`src/sapc_pkg.sv`:
```
`default_nettype none

package sapc_pkg;

  localparam int unsigned COUNT_BITS = 12;
  localparam logic [12:0] FULL_SCALE = 13'd4096;

  localparam int unsigned MUL_A_W = 36;
  localparam int unsigned MUL_B_W = 21;
  localparam int unsigned PROD_W  = MUL_A_W + MUL_B_W;
  localparam int unsigned NUM_W   = 60;
  localparam int unsigned DEN_W   = 40;
  localparam int unsigned DVS_W   = DEN_W - 1 + COUNT_BITS;

  localparam logic signed [MUL_B_W-1:0] US_PER_SEC = 21'sd1000000;

  localparam int unsigned CFG_IDX_W = 2;
  localparam int unsigned CFG_DAT_W = 11;

  localparam logic [CFG_IDX_W-1:0] REG_PWM_FREQ    = 2'd0;
  localparam logic [CFG_IDX_W-1:0] REG_SERVO_COUNT = 2'd1;

  localparam logic [2:0] STS_OK          = 3'd0;
  localparam logic [2:0] STS_BAD_ID      = 3'd1;
  localparam logic [2:0] STS_STOP_ACTIVE = 3'd2;
  localparam logic [2:0] STS_NOT_ENABLED = 3'd3;
  localparam logic [2:0] STS_EN_REFUSED  = 3'd4;

  typedef enum logic [2:0] {
    KIND_SET_POS    = 3'd0,
    KIND_SET_ENABLE = 3'd1,
    KIND_ESTOP      = 3'd2,
    KIND_CLEAR_STOP = 3'd3,
    KIND_CONFIGURE  = 3'd4
  } kind_e;

  typedef enum logic [3:0] {
    ST_IDLE,
    ST_DECODE,
    ST_MUL1,
    ST_MUL2,
    ST_MUL3,
    ST_MUL4,
    ST_SIGN,
    ST_DIV,
    ST_EMIT
  } state_e;

  typedef struct packed {
    logic [2:0]         kind;
    logic [3:0]         servo_id;
    logic signed [15:0] angle_cmd;
    logic               enable_flag;
    logic signed [15:0] min_angle_in;
    logic signed [15:0] max_angle_in;
    logic [15:0]        min_pulse_in;
    logic [15:0]        max_pulse_in;
    logic               invert_in;
  } in_item_t;

  typedef struct packed {
    logic [3:0]         channel;
    logic               pwm_write;
    logic [12:0]        on_count;
    logic [12:0]        off_count;
    logic [2:0]         status;
    logic signed [15:0] position_out;
    logic               enabled_out;
    logic               stopped_out;
    logic               last;
  } out_item_t;

endpackage

`default_nettype wire

```
`src/servo_angle_pwm_commander.sv`:
```
// Servo commander: maps per-channel angle commands to 12-bit PWM on/off counts.
// Input channel (in_valid_i/in_ready_o, in_item_i) takes one command item;
// output channel (out_valid_o/out_ready_i, out_item_o) returns its result items,
// the final one flagged by last. Config channel (cfg_valid_i/cfg_ready_o) writes
// register 0 (PWM frequency) or 1 (servo count); it is always ready.
// A set position that the channel may take runs to the result register through
// one shared 36x21 multiplier (four passes) and a restoring divider of up to 13
// steps. Other commands go from decode straight to the result. Emergency stop
// emits one item per channel in use, one per cycle while the receiver takes them.
// One item is in flight at a time: in_ready_o rises once the last result of
// the previous item sits in the output register.
// A stalled receiver holds the output register and the sequencer waits.
// Reset: frequency 50 Hz, 16 channels in use, all limits, positions and
// enables cleared, emergency stop inactive.
`default_nettype none

module servo_angle_pwm_commander
  import sapc_pkg::*;
#(
  parameter int unsigned NUM_CHANNELS = 16
) (
  input  wire                  clk_i,
  input  wire                  rst_ni,
  input  wire                  in_valid_i,
  output logic                 in_ready_o,
  input  wire in_item_t        in_item_i,
  output logic                 out_valid_o,
  input  wire                  out_ready_i,
  output out_item_t            out_item_o,
  input  wire                  cfg_valid_i,
  output logic                 cfg_ready_o,
  input  wire [CFG_IDX_W-1:0]  cfg_index_i,
  input  wire [CFG_DAT_W-1:0]  cfg_data_i
);

  localparam int unsigned CH_W = (NUM_CHANNELS > 1) ? $clog2(NUM_CHANNELS) : 1;
  localparam logic [4:0]  CH_NUM = 5'(NUM_CHANNELS);

  state_e state_q, state_d;

  logic [10:0] freq_q;
  logic [4:0]  count_q;
  logic        stop_q;

  logic signed [15:0] ang_lo_q [NUM_CHANNELS];
  logic signed [15:0] ang_hi_q [NUM_CHANNELS];
  logic [15:0]        pls_lo_q [NUM_CHANNELS];
  logic [15:0]        pls_hi_q [NUM_CHANNELS];
  logic signed [15:0] pos_q    [NUM_CHANNELS];
  logic [NUM_CHANNELS-1:0] inv_q;
  logic [NUM_CHANNELS-1:0] en_q;

  in_item_t cmd_q;

  logic signed [15:0]        op_pmin_q;
  logic signed [17:0]        op_diff_q;
  logic signed [16:0]        op_d_q;
  logic signed [16:0]        op_pd_q;
  logic signed [MUL_A_W-1:0] acc_q;
  logic signed [NUM_W-1:0]   num_q;
  logic signed [DEN_W-1:0]   den_q;
  logic [NUM_W-2:0]          rem_q;
  logic [DVS_W-1:0]          dvs_q;
  logic [COUNT_BITS-1:0]     quo_q;
  logic [3:0]                div_bit_q;

  logic [3:0]  res_ch_q;
  logic        res_wr_q;
  logic [12:0] res_on_q;
  logic [12:0] res_off_q;
  logic [2:0]  res_sts_q;
  logic        res_last_q;

  logic      out_valid_q;
  out_item_t out_q;

  // decode view of the addressed channel
  logic [4:0]         used_cnt;
  logic [CH_W-1:0]    id_idx;
  logic               id_in_range;
  logic               id_in_use;
  logic               pos_go;
  logic signed [15:0] lo, hi, p_hi, p_cl;
  logic signed [16:0] a_val, dlt, pdiff;
  logic signed [17:0] diff;
  logic               d_zero;

  assign used_cnt    = (count_q < CH_NUM) ? count_q : CH_NUM;
  assign id_idx      = cmd_q.servo_id[CH_W-1:0];
  assign id_in_range = {1'b0, cmd_q.servo_id} < CH_NUM;
  assign id_in_use   = {1'b0, cmd_q.servo_id} < used_cnt;
  assign pos_go      = id_in_use && !stop_q && en_q[id_idx];

  assign lo    = ang_lo_q[id_idx];
  assign hi    = ang_hi_q[id_idx];
  assign p_hi  = (cmd_q.angle_cmd < hi) ? cmd_q.angle_cmd : hi;
  assign p_cl  = (p_hi > lo) ? p_hi : lo;
  assign a_val = inv_q[id_idx] ? -{p_cl[15], p_cl} : {p_cl[15], p_cl};
  assign diff  = {a_val[16], a_val} - {{2{lo[15]}}, lo};
  assign dlt   = {hi[15], hi} - {lo[15], lo};
  assign pdiff = {1'b0, pls_hi_q[id_idx]} - {1'b0, pls_lo_q[id_idx]};
  assign d_zero = (dlt == 17'sd0);

  // shared multiplier
  logic signed [MUL_A_W-1:0] mul_a;
  logic signed [MUL_B_W-1:0] mul_b;
  logic signed [PROD_W-1:0]  mul_p;

  always_comb begin
    case (state_q)
      ST_MUL1: begin
        mul_a = {{(MUL_A_W-16){1'b0}}, op_pmin_q};
        mul_b = {{(MUL_B_W-17){op_d_q[16]}}, op_d_q};
      end
      ST_MUL2: begin
        mul_a = {{(MUL_A_W-18){op_diff_q[17]}}, op_diff_q};
        mul_b = {{(MUL_B_W-17){op_pd_q[16]}}, op_pd_q};
      end
      ST_MUL3: begin
        mul_a = acc_q;
        mul_b = {{(MUL_B_W-11){1'b0}}, freq_q};
      end
      ST_MUL4: begin
        mul_a = {{(MUL_A_W-17){op_d_q[16]}}, op_d_q};
        mul_b = US_PER_SEC;
      end
      default: begin
        mul_a = '0;
        mul_b = '0;
      end
    endcase
  end

  assign mul_p = mul_a * mul_b;

  // sign fix and divider step
  logic signed [NUM_W-1:0] num_abs;
  logic signed [DEN_W-1:0] den_abs;
  logic                    num_pos;
  logic                    div_ge;
  logic [COUNT_BITS-1:0]   q_fin;

  assign num_abs = den_q[DEN_W-1] ? -num_q : num_q;
  assign den_abs = den_q[DEN_W-1] ? -den_q : den_q;
  assign num_pos = !num_abs[NUM_W-1] && (num_abs != '0);
  assign div_ge  = rem_q >= {{(NUM_W-1-DVS_W){1'b0}}, dvs_q};
  assign q_fin   = {quo_q[COUNT_BITS-2:0], div_ge};

  logic             out_load;
  logic [CH_W-1:0]  res_idx;
  logic             res_in_range;

  assign res_idx      = res_ch_q[CH_W-1:0];
  assign res_in_range = {1'b0, res_ch_q} < CH_NUM;

  // next state
  always_comb begin
    state_d = state_q;
    case (state_q)
      ST_IDLE: begin
        if (in_valid_i) state_d = ST_DECODE;
      end
      ST_DECODE: begin
        case (kind_e'(cmd_q.kind))
          KIND_SET_POS:    state_d = pos_go ? ST_MUL1 : ST_EMIT;
          KIND_SET_ENABLE: state_d = ST_EMIT;
          KIND_ESTOP:      state_d = ST_EMIT;
          KIND_CLEAR_STOP: state_d = ST_EMIT;
          KIND_CONFIGURE:  state_d = ST_EMIT;
          default:         state_d = ST_IDLE;
        endcase
      end
      ST_MUL1: state_d = ST_MUL2;
      ST_MUL2: state_d = ST_MUL3;
      ST_MUL3: state_d = ST_MUL4;
      ST_MUL4: state_d = ST_SIGN;
      ST_SIGN: state_d = num_pos ? ST_DIV : ST_EMIT;
      ST_DIV: begin
        if ((div_bit_q == 4'(COUNT_BITS) && div_ge) || div_bit_q == 4'd0) state_d = ST_EMIT;
      end
      ST_EMIT: begin
        if (out_load && res_last_q) state_d = ST_IDLE;
      end
      default: state_d = ST_IDLE;
    endcase
  end

  // outputs
  always_comb begin
    in_ready_o  = (state_q == ST_IDLE);
    cfg_ready_o = 1'b1;
    out_load    = (state_q == ST_EMIT) && (!out_valid_q || out_ready_i);
    out_valid_o = out_valid_q;
    out_item_o  = out_q;
  end

  // control and channel state
  always_ff @(posedge clk_i or negedge rst_ni) begin
    if (!rst_ni) begin
      state_q     <= ST_IDLE;
      out_valid_q <= 1'b0;
      freq_q      <= 11'd50;
      count_q     <= 5'd16;
      stop_q      <= 1'b0;
      inv_q       <= '0;
      en_q        <= '0;
      for (int i = 0; i < NUM_CHANNELS; i++) begin
        ang_lo_q[i] <= '0;
        ang_hi_q[i] <= '0;
        pls_lo_q[i] <= '0;
        pls_hi_q[i] <= '0;
        pos_q[i]    <= '0;
      end
    end else begin
      state_q <= state_d;
      if (out_load) begin
        out_valid_q <= 1'b1;
      end else if (out_ready_i) begin
        out_valid_q <= 1'b0;
      end
      if (cfg_valid_i) begin
        case (cfg_index_i)
          REG_PWM_FREQ:    freq_q  <= cfg_data_i;
          REG_SERVO_COUNT: count_q <= cfg_data_i[4:0];
          default: ;
        endcase
      end
      if (state_q == ST_DECODE) begin
        case (kind_e'(cmd_q.kind))
          KIND_SET_POS: begin
            if (pos_go) pos_q[id_idx] <= p_cl;
          end
          KIND_SET_ENABLE: begin
            if (id_in_range && !(stop_q && cmd_q.enable_flag)) begin
              en_q[id_idx] <= cmd_q.enable_flag;
            end
          end
          KIND_ESTOP: begin
            stop_q <= 1'b1;
            for (int i = 0; i < NUM_CHANNELS; i++) begin
              if (5'(i) < used_cnt) en_q[i] <= 1'b0;
            end
          end
          KIND_CLEAR_STOP: stop_q <= 1'b0;
          KIND_CONFIGURE: begin
            if (id_in_range) begin
              ang_lo_q[id_idx] <= cmd_q.min_angle_in;
              ang_hi_q[id_idx] <= cmd_q.max_angle_in;
              pls_lo_q[id_idx] <= cmd_q.min_pulse_in;
              pls_hi_q[id_idx] <= cmd_q.max_pulse_in;
              inv_q[id_idx]    <= cmd_q.invert_in;
            end
          end
          default: ;
        endcase
      end
    end
  end

  // datapath
  always_ff @(posedge clk_i) begin
    if (in_valid_i && in_ready_o) cmd_q <= in_item_i;
    case (state_q)
      ST_DECODE: begin
        op_pmin_q  <= pls_lo_q[id_idx];
        op_diff_q  <= d_zero ? 18'sd0 : diff;
        op_d_q     <= d_zero ? 17'sd1 : dlt;
        op_pd_q    <= pdiff;
        res_ch_q   <= cmd_q.servo_id;
        res_wr_q   <= 1'b0;
        res_on_q   <= '0;
        res_off_q  <= '0;
        res_sts_q  <= STS_OK;
        res_last_q <= 1'b1;
        case (kind_e'(cmd_q.kind))
          KIND_SET_POS: begin
            if (!id_in_use) res_sts_q <= STS_BAD_ID;
            else if (stop_q) res_sts_q <= STS_STOP_ACTIVE;
            else if (!en_q[id_idx]) res_sts_q <= STS_NOT_ENABLED;
          end
          KIND_SET_ENABLE: begin
            if (!id_in_range) begin
              res_sts_q <= STS_BAD_ID;
            end else if (stop_q && cmd_q.enable_flag) begin
              res_sts_q <= STS_EN_REFUSED;
            end else if (!cmd_q.enable_flag) begin
              res_wr_q  <= 1'b1;
              res_off_q <= FULL_SCALE;
            end
          end
          KIND_ESTOP: begin
            res_ch_q   <= '0;
            res_wr_q   <= (used_cnt != 5'd0);
            res_off_q  <= (used_cnt != 5'd0) ? FULL_SCALE : 13'd0;
            res_last_q <= (used_cnt <= 5'd1);
          end
          KIND_CONFIGURE: begin
            if (!id_in_range) res_sts_q <= STS_BAD_ID;
          end
          default: ;
        endcase
      end
      ST_MUL1: acc_q <= mul_p[MUL_A_W-1:0];
      ST_MUL2: acc_q <= acc_q + mul_p[MUL_A_W-1:0];
      ST_MUL3: num_q <= {mul_p[NUM_W-COUNT_BITS-1:0], {COUNT_BITS{1'b0}}};
      ST_MUL4: den_q <= mul_p[DEN_W-1:0];
      ST_SIGN: begin
        rem_q     <= num_abs[NUM_W-2:0];
        dvs_q     <= {den_abs[DEN_W-2:0], {COUNT_BITS{1'b0}}};
        quo_q     <= '0;
        div_bit_q <= 4'(COUNT_BITS);
        res_wr_q  <= 1'b1;
        res_on_q  <= '0;
        res_off_q <= FULL_SCALE;
      end
      ST_DIV: begin
        if (div_ge) rem_q <= rem_q - {{(NUM_W-1-DVS_W){1'b0}}, dvs_q};
        dvs_q     <= dvs_q >> 1;
        quo_q     <= q_fin;
        div_bit_q <= div_bit_q - 4'd1;
        if (div_bit_q == 4'(COUNT_BITS) && div_ge) begin
          res_on_q  <= FULL_SCALE;
          res_off_q <= '0;
        end else if (div_bit_q == 4'd0) begin
          res_on_q  <= '0;
          res_off_q <= (q_fin == '0) ? FULL_SCALE : {1'b0, q_fin};
        end
      end
      ST_EMIT: begin
        if (out_load && !res_last_q) begin
          res_ch_q   <= res_ch_q + 4'd1;
          res_last_q <= ({1'b0, res_ch_q} + 5'd2 == used_cnt);
        end
      end
      default: ;
    endcase
    if (out_load) begin
      out_q.channel      <= res_ch_q;
      out_q.pwm_write    <= res_wr_q;
      out_q.on_count     <= res_on_q;
      out_q.off_count    <= res_off_q;
      out_q.status       <= res_sts_q;
      out_q.position_out <= res_in_range ? pos_q[res_idx] : 16'sd0;
      out_q.enabled_out  <= res_in_range && en_q[res_idx];
      out_q.stopped_out  <= stop_q;
      out_q.last         <= res_last_q;
    end
  end

`ifndef NO_ASSERTIONS
  a_idle_write_zero: assert property (@(posedge clk_i) disable iff (!rst_ni)
    (out_valid_o && !out_item_o.pwm_write) |->
      (out_item_o.on_count == 13'd0 && out_item_o.off_count == 13'd0))
    else $error("counts set without a pwm write");

  a_write_encoding: assert property (@(posedge clk_i) disable iff (!rst_ni)
    (out_valid_o && out_item_o.pwm_write) |->
      (out_item_o.on_count == 13'd0 || out_item_o.off_count == 13'd0))
    else $error("both on and off counts nonzero");

  a_stop_full_off: assert property (@(posedge clk_i) disable iff (!rst_ni)
    (out_valid_o && out_item_o.pwm_write && out_item_o.stopped_out) |->
      (out_item_o.off_count == FULL_SCALE))
    else $error("pwm drive other than full off while stopped");

  a_one_in_flight: assert property (@(posedge clk_i) disable iff (!rst_ni)
    (in_valid_i && in_ready_o) |=> !in_ready_o)
    else $error("second item taken while one is in flight");
`endif

endmodule

`default_nettype wire
```
`config.mk`:
```
export PLATFORM = sky130hd
export DESIGN_NAME = servo_angle_pwm_commander
export DESIGN_NICKNAME = d
export VERILOG_FILES = /design/src/sapc_pkg.sv /design/src/servo_angle_pwm_commander.sv
export SDC_FILE = /design/constraint.sdc
export NUM_CORES = 2
export LEC_CHECK = 0
export ABC_AREA = 1
export BUFFER_PORTS_ARGS = -buffer_cell sky130_fd_sc_hd__buf_2
export CAP_MARGIN = 5
export CORE_MARGIN = 3
export CORE_UTILIZATION = 60
export DETAILED_ROUTE_END_ITERATION = 7
export PLACE_DENSITY = 0.77
export SKIP_CTS_REPAIR_TIMING = 1
export SLEW_MARGIN = 25
export SYNTH_ARGS = -nofsm -noshare
export SYNTH_HDL_FRONTEND = slang
export SYNTH_SLANG_ARGS = --single-unit
```
`constraint.sdc`:
```
create_clock -name clk_i -period 11.1 [get_ports clk_i]
set_input_delay 0.555 -clock clk_i [delete_from_list [all_inputs] [get_ports clk_i]]
set_output_delay 0.555 -clock clk_i [all_outputs]
set_load 0.02 [all_outputs]
```
Yosys cells after proc, flatten, opt, wreduce, memory -nomap -nowiden

Index checks and enable logic that the tools add are counted.

Multipliers: 1
Reductions and logical operators: 62
Add/subtract/negate cells: 11
Order comparisons: 28
Equality and inequality tests: 38
Mux-type cells: 100
Bitwise operators: 2

Operators by type and width:

| operator                                                                     | number |
|---|---|
| 256-bit bitwise mux                                                          | 5 |
| 16-bit binary-select mux with 4-bit select                                   | 5 |
| 16-bit two-way mux                                                           | 14 |
| 36-bit one-hot mux with 4 select lines                                       | 1 |
| 59-bit one-hot mux with 2 select lines                                       | 1 |
| 13-bit two-way mux                                                           | 8 |
| 51-bit one-hot mux with 2 select lines                                       | 1 |
| 21-bit one-hot mux with 4 select lines                                       | 1 |
| 36-bit one-hot mux with 2 select lines                                       | 1 |
| 16-bit demux with 4-bit select                                               | 1 |
| 4-bit AND reduction                                                          | 16 |
| 60-bit two-way mux                                                           | 1 |
| 60-bit negator                                                               | 1 |
| 60-bit nonzero test                                                          | 1 |
| 59-bit by 51-bit >= comparator with 1-bit output                             | 1 |
| 59-bit two-way mux                                                           | 1 |
| 59-bit by 51-bit subtractor with 59-bit output                               | 1 |
| 13-bit one-hot mux with 2 select lines                                       | 2 |
| 36-bit by 21-bit multiplier with 48-bit output                               | 1 |
| 2-bit != test (second input constant)                                        | 21 |
| 4-bit by 5-bit less-than comparator with 1-bit output (first input constant) | 8 |
| 39-bit two-way mux                                                           | 1 |
| 39-bit negator                                                               | 1 |
| 13-bit one-hot mux with 3 select lines                                       | 1 |
| 61 further kinds                                                             | 147 |

Output and inout port bits: 56
Flip-flop bits (word level): 1,828

Longest topological paths before layout

Depth in word-level cells: 11
Depth in mapped cells: 64
Mapped depth without buffers: 57

Least setup slack after synthesis

No wires, ideal clock.

Kind: reg2reg
From: register state_q[1]
To: register acc_q[34] (data pin)
Period minus slack after synthesis: 10.153 ns
Arrival: 9.899 ns
Path buffers: 4
Cell stages (with the launch flop): 43
Setup slack: 0.947 ns
Setup time: 0.254 ns
Data required time: 10.846 ns
Cell sequence: dfrtp_1 -> nor2_1 -> inv_1 -> nor2_1 -> clkbuf_1 -> clkbuf_1 -> clkbuf_1 -> nand2_1 -> nand2_1 -> clkbuf_1 -> nand2_1 -> fa_1 -> inv_1 -> ha_1 -> inv_1 -> fa_1 -> inv_1 -> fa_1 -> [... 7 more ...] -> inv_1 -> a31oi_1 -> a21boi_0 -> o21ai_0 -> xor2_1 -> ha_1 -> a21oi_1 -> o21ai_0 -> a221oi_1 -> nand2_1 -> nand3_1 -> nand2_1 -> a31oi_1 -> nor2_1 -> o21ai_0 -> nand3_1 -> nand3_1 -> nand2_1

Cells in the longest elaborated chain, start to end: 5
Elaborated cells on any way between the ends: 9

RTL lines:

| item                                                                                                                    | line                             | text |
|---|---|---|
| start: declaration                                                                                                      | servo_angle_pwm_commander.sv:39  | `state_e state_q, state_d;` |
| start signal: assignment                                                                                                | servo_angle_pwm_commander.sv:215 | `state_q <= state_d;` |
| 4-bit by 3-bit equality test with 1-bit output / 4-bit by 2-bit equality test with 1-bit output (equally long branches) | servo_angle_pwm_commander.sv:110 | `case (state_q)` |
| 36-bit one-hot mux with 4 select lines / 21-bit one-hot mux with 4 select lines (equally long branches)                 | servo_angle_pwm_commander.sv:110 |  |
| 36-bit by 21-bit multiplier with 48-bit output *                                                                        | servo_angle_pwm_commander.sv:134 | `assign mul_p = mul_a * mul_b;` |
| via mul_p[23]                                                                                                           | servo_angle_pwm_commander.sv:107 | `logic signed [PROD_W-1:0] mul_p;` |
| 36-bit adder *                                                                                                          | servo_angle_pwm_commander.sv:304 | `ST_MUL2: acc_q <= acc_q + mul_p[MUL_A_W-1:0];` |
| 36-bit one-hot mux with 2 select lines *                                                                                | servo_angle_pwm_commander.sv:263 | `case (state_q)` |
| end signal: assignment                                                                                                  | servo_angle_pwm_commander.sv:303 | `ST_MUL1: acc_q <= mul_p[MUL_A_W-1:0];` |
| end signal: assignment                                                                                                  | servo_angle_pwm_commander.sv:304 |  |
| end: declaration                                                                                                        | servo_angle_pwm_commander.sv:59  | `logic signed [MUL_A_W-1:0] acc_q;` |

The timed path passes the listed nets; every way through them passes the cells marked *.
A chain may end at the register's enable or synchronous reset.

Final worst setup path

From: register state_q[1]
To: register acc_q[35] (data pin)

The elaborated chain is that of the path after synthesis.

==> flow_summary.ini <==
[cts]
htreeDepth = 4
root_buffer = clkbuf_16
path_clk_slew_ps = 70
cts_sinks = 1804
cts_tree = done
cts_made_buffers = 183
clkLatencyLatePin_ps = 880
clockBufferDepth = 3

[timing]
relSlewSlack = 0.260
fin_tns_setup_ps = 0
tightest_slew_ps = 1110
finClkSkew_ps = 56.3
finalMaxSlewViolations = 0
min_period_ps = 10300
finalHoldViolCount = 0
rsz0062_at_grt = false
timing.fmax_ghz = 0.0971
setup_viol = 0
period_share = 0.928

[worst_setup_path]
reg2reg_to = acc_q[35]$_DFFE_PP_
cp_common_cell = inv_1
cp_data_arrival_time_ps = 10890
cp_slowest_stage_delay_ps = 740
cp_max_fo = 12
cp-end-kind = flip-flop
timing.critical_path.slowest_stage_cell = a21oi_1
timing.rr.start = state_q[1]$_DFFE_PN0P_
path_class = flip-flop to flip-flop
setup.worst_path.start_class = flip-flop
required_ps = 11690
r2r_cells = 43
regToRegSetupSlack_ps = 800

[pwr]
power.density_mw_per_mm2 = 217
power_frac_clock = 0.251
p_int_mw = 15.0
ir_drop_v = 0.000345
p_comb_frac = 0.382
leakagePower_nw = 55.8
power_frac_seq = 0.367
p_total_mw = 25.5
swShare = 0.410
switchingPower_mw = 10.5

[worst_hold_path]
hold_path_class = input pin to flip-flop
min_to = out_valid_o$_DFFE_PN0P_
min_from = out_ready_i
hold_depth = 4

[global_routing]
grtUsageTotal = 0.354
use_met1 = 0.488
grt_use_met3 = 0.0666
grt_pass1_wl_um = 506000
use_met2 = 0.545
grt_overflow = 0
busiest_layer = met2
grt_pass1_vias = 86500
antenna_found_initial = 9
grt_max_degree = 193

[cells_and_area]
stdcell_area_mm2 = 0.117
finalNetCount = 13000
nFillCells = 14100
stdcell_count = 14500
area_growth_pct = 9.40
drive_gt1_frac = 0.0658
finish.utilization = 0.663

[place]
place_congestion = 1.06
dpl_cell_area_mm2 = 0.110
placement.io_buffers = 149
numPlacedInstances = 14000
place_hpwl_um = 222000

[yosys]
yosysSeqAreaShare = 0.443
synth_edf_count = 470
synthArstFlopShare = 0.739
yosys.area.top_type = dfrtp_1
syn_avg_cell_area_um2 = 8.93
yosysWarnings = 0
ys_seq_elements = 1804
ys_types = 69
syn-instance-count = 12000
ys.flop_type = dfrtp_1
synth_commonest_cells = nand2_1, o21ai_0, inv_1, dfrtp_1, nor2_1
synth_top_area_share = 0.310
synth_area_leaders = dfrtp_1, edfxtp_1, fa_1, nand2_1, o21ai_0
yosysMostFrequentCell = nand2_1
syn_area_mm2 = 0.107

[floorplanning]
die_x_um = 429
core_region_area_mm2 = 0.177
die_y_um = 429
pin_count = 163
start_util = 0.606
rows = 154
die_area_mm2 = 0.184

[run_status]
status = finished clean

[run]
maxCapViolCount = 0

[detailed_routing]
routedWlPerCell_um = 22.7
drtPass1Iterations = 8
drt_wl_total_um = 328000
drc = 0
via_per_inst = 6.08
vias = 87800
drtIter0Drc = 11100
ant_nets = 0
## critical path, delay by kind of cell, from the launching register on
kind                     cells  cell delay, ps
AO/OA/AOI/OAI                8            2290
XOR/XNOR                     2             450
adder cells (fa/ha/maj)      9            4150
buffers and inverters       12            1180
flip-flops                   1             430
AND/OR/NAND/NOR             12            1470
## power groups by stage
stage / clock network [mW] / registers, mW / logic (mW)
finish: 6.39 / 9.36 / 9.73
global placement: 0 / 9.38 / 9.23
detailed placement: 0 / 9.45 / 9.46
CTS: 6.45 / 9.34 / 9.53
floorplan: 0 / 9.18 / 6.66
global route: 6.73 / 9.46 / 10.9
## flip-flops by register name, indices dropped and copies added (netlist names), 5 cells and up
name        flops
op_d_q         17
op_pd_q        17
en_q           16
pls_hi_q      256
acc_q          36
inv_q          16
quo_q          11
pos_q         256
cmd_q          85
out_item_o     41
rem_q          59
pls_lo_q      256
dvs_q          51
count_q         5
num_q          48
ang_hi_q      256
op_diff_q      18
freq_q         11
op_pmin_q      16
res_off_q      13
den_q          40
ang_lo_q      256
## layout make-up
class                   instances  area, um2  share of cell area
diodes                          7       17.5            0.000149
repair buffers                455       3490              0.0298
inverters                    1449       5460              0.0465
clock buffers                 270       5350              0.0456
clock inverters                73        936             0.00797
well taps                    2340       2930              0.0249
flip-flops and latches       1804      47500               0.405
multi-input cells            8052      51700               0.440
## routing by layer
layer,vias up,routed length (um)
li1,39100,-
met5,-,13
met4,2,16300
met1,43300,132000
met3,743,31200
met2,4698,149000
## kinds of logic (layout without fill, tap and decap cells)
| group | count (synthesis) | count (layout) | share of synthesized area |
|---|---|---|---|
| compound gates | 2891 | 2891 | 0.154 |
| xor+xnor | 258 | 258 | 0.0211 |
| fa+ha+maj | 961 | 961 | 0.157 |
| buf+inv | 2173 | 2247 | 0.0786 |
| flops | 1804 | 1804 | 0.443 |
| mux | 5 | 5 | 0.000525 |
| other cells | 2 | 20 | 0.0000700 |
| simple gates | 3922 | 3924 | 0.145 |
## how the worst max path moves through the flow
stage | start | end | slack (ps) | cells after the start
3_3_place_gp | id_idx[0]$_DFFE_PP_ | op_diff_q[16]$_SDFFCE_PN0P_ | 620 | 54
3_5_place_dp | id_idx[0]$_DFFE_PP_ | op_diff_q[16]$_SDFFCE_PN0P_ | 600 | 54
5_1_grt | id_idx[0]$_DFFE_PP_ | op_diff_q[16]$_SDFFCE_PN0P_ | 120 | 50
4_1_cts | id_idx[0]$_DFFE_PP_ | op_diff_q[16]$_SDFFCE_PN0P_ | 560 | 54
2_1_floorplan | state_q[1]$_DFFE_PN0P_ | acc_q[34]$_DFFE_PP_ | 950 | 42
6_report | state_q[1]$_DFFE_PN0P_ | acc_q[35]$_DFFE_PP_ | 800 | 43
## per-stage QoR
step	hold slack, ps	setup slack (ps)
final	46.0	796
after global routing	24.6	123
after CTS	-271	564
after detailed placement	406	601
after global placement	402	617
after floorplan	259	947
## cell usage in the layout, fill, tap and decap left out, types with 148 or more instances in the layout
master / synthesis / final
a21oi_1: 388 / 388
a22oi_1: 512 / 512
buf_2: 63 / 148
buf_4: 22 / 190
clkbuf_16: 0 / 187
dfrtp_1: 1330 / 1330
edfxtp_1: 470 / 470
fa_1: 648 / 648
ha_1: 313 / 313
inv_1: 1417 / 1411
nand2_1: 2848 / 2822
nand3_1: 164 / 164
nor2_1: 662 / 650
o21ai_0: 1687 / 1687
xor2_1: 161 / 161
Note: power is estimated with default switching activity, not from simulation.
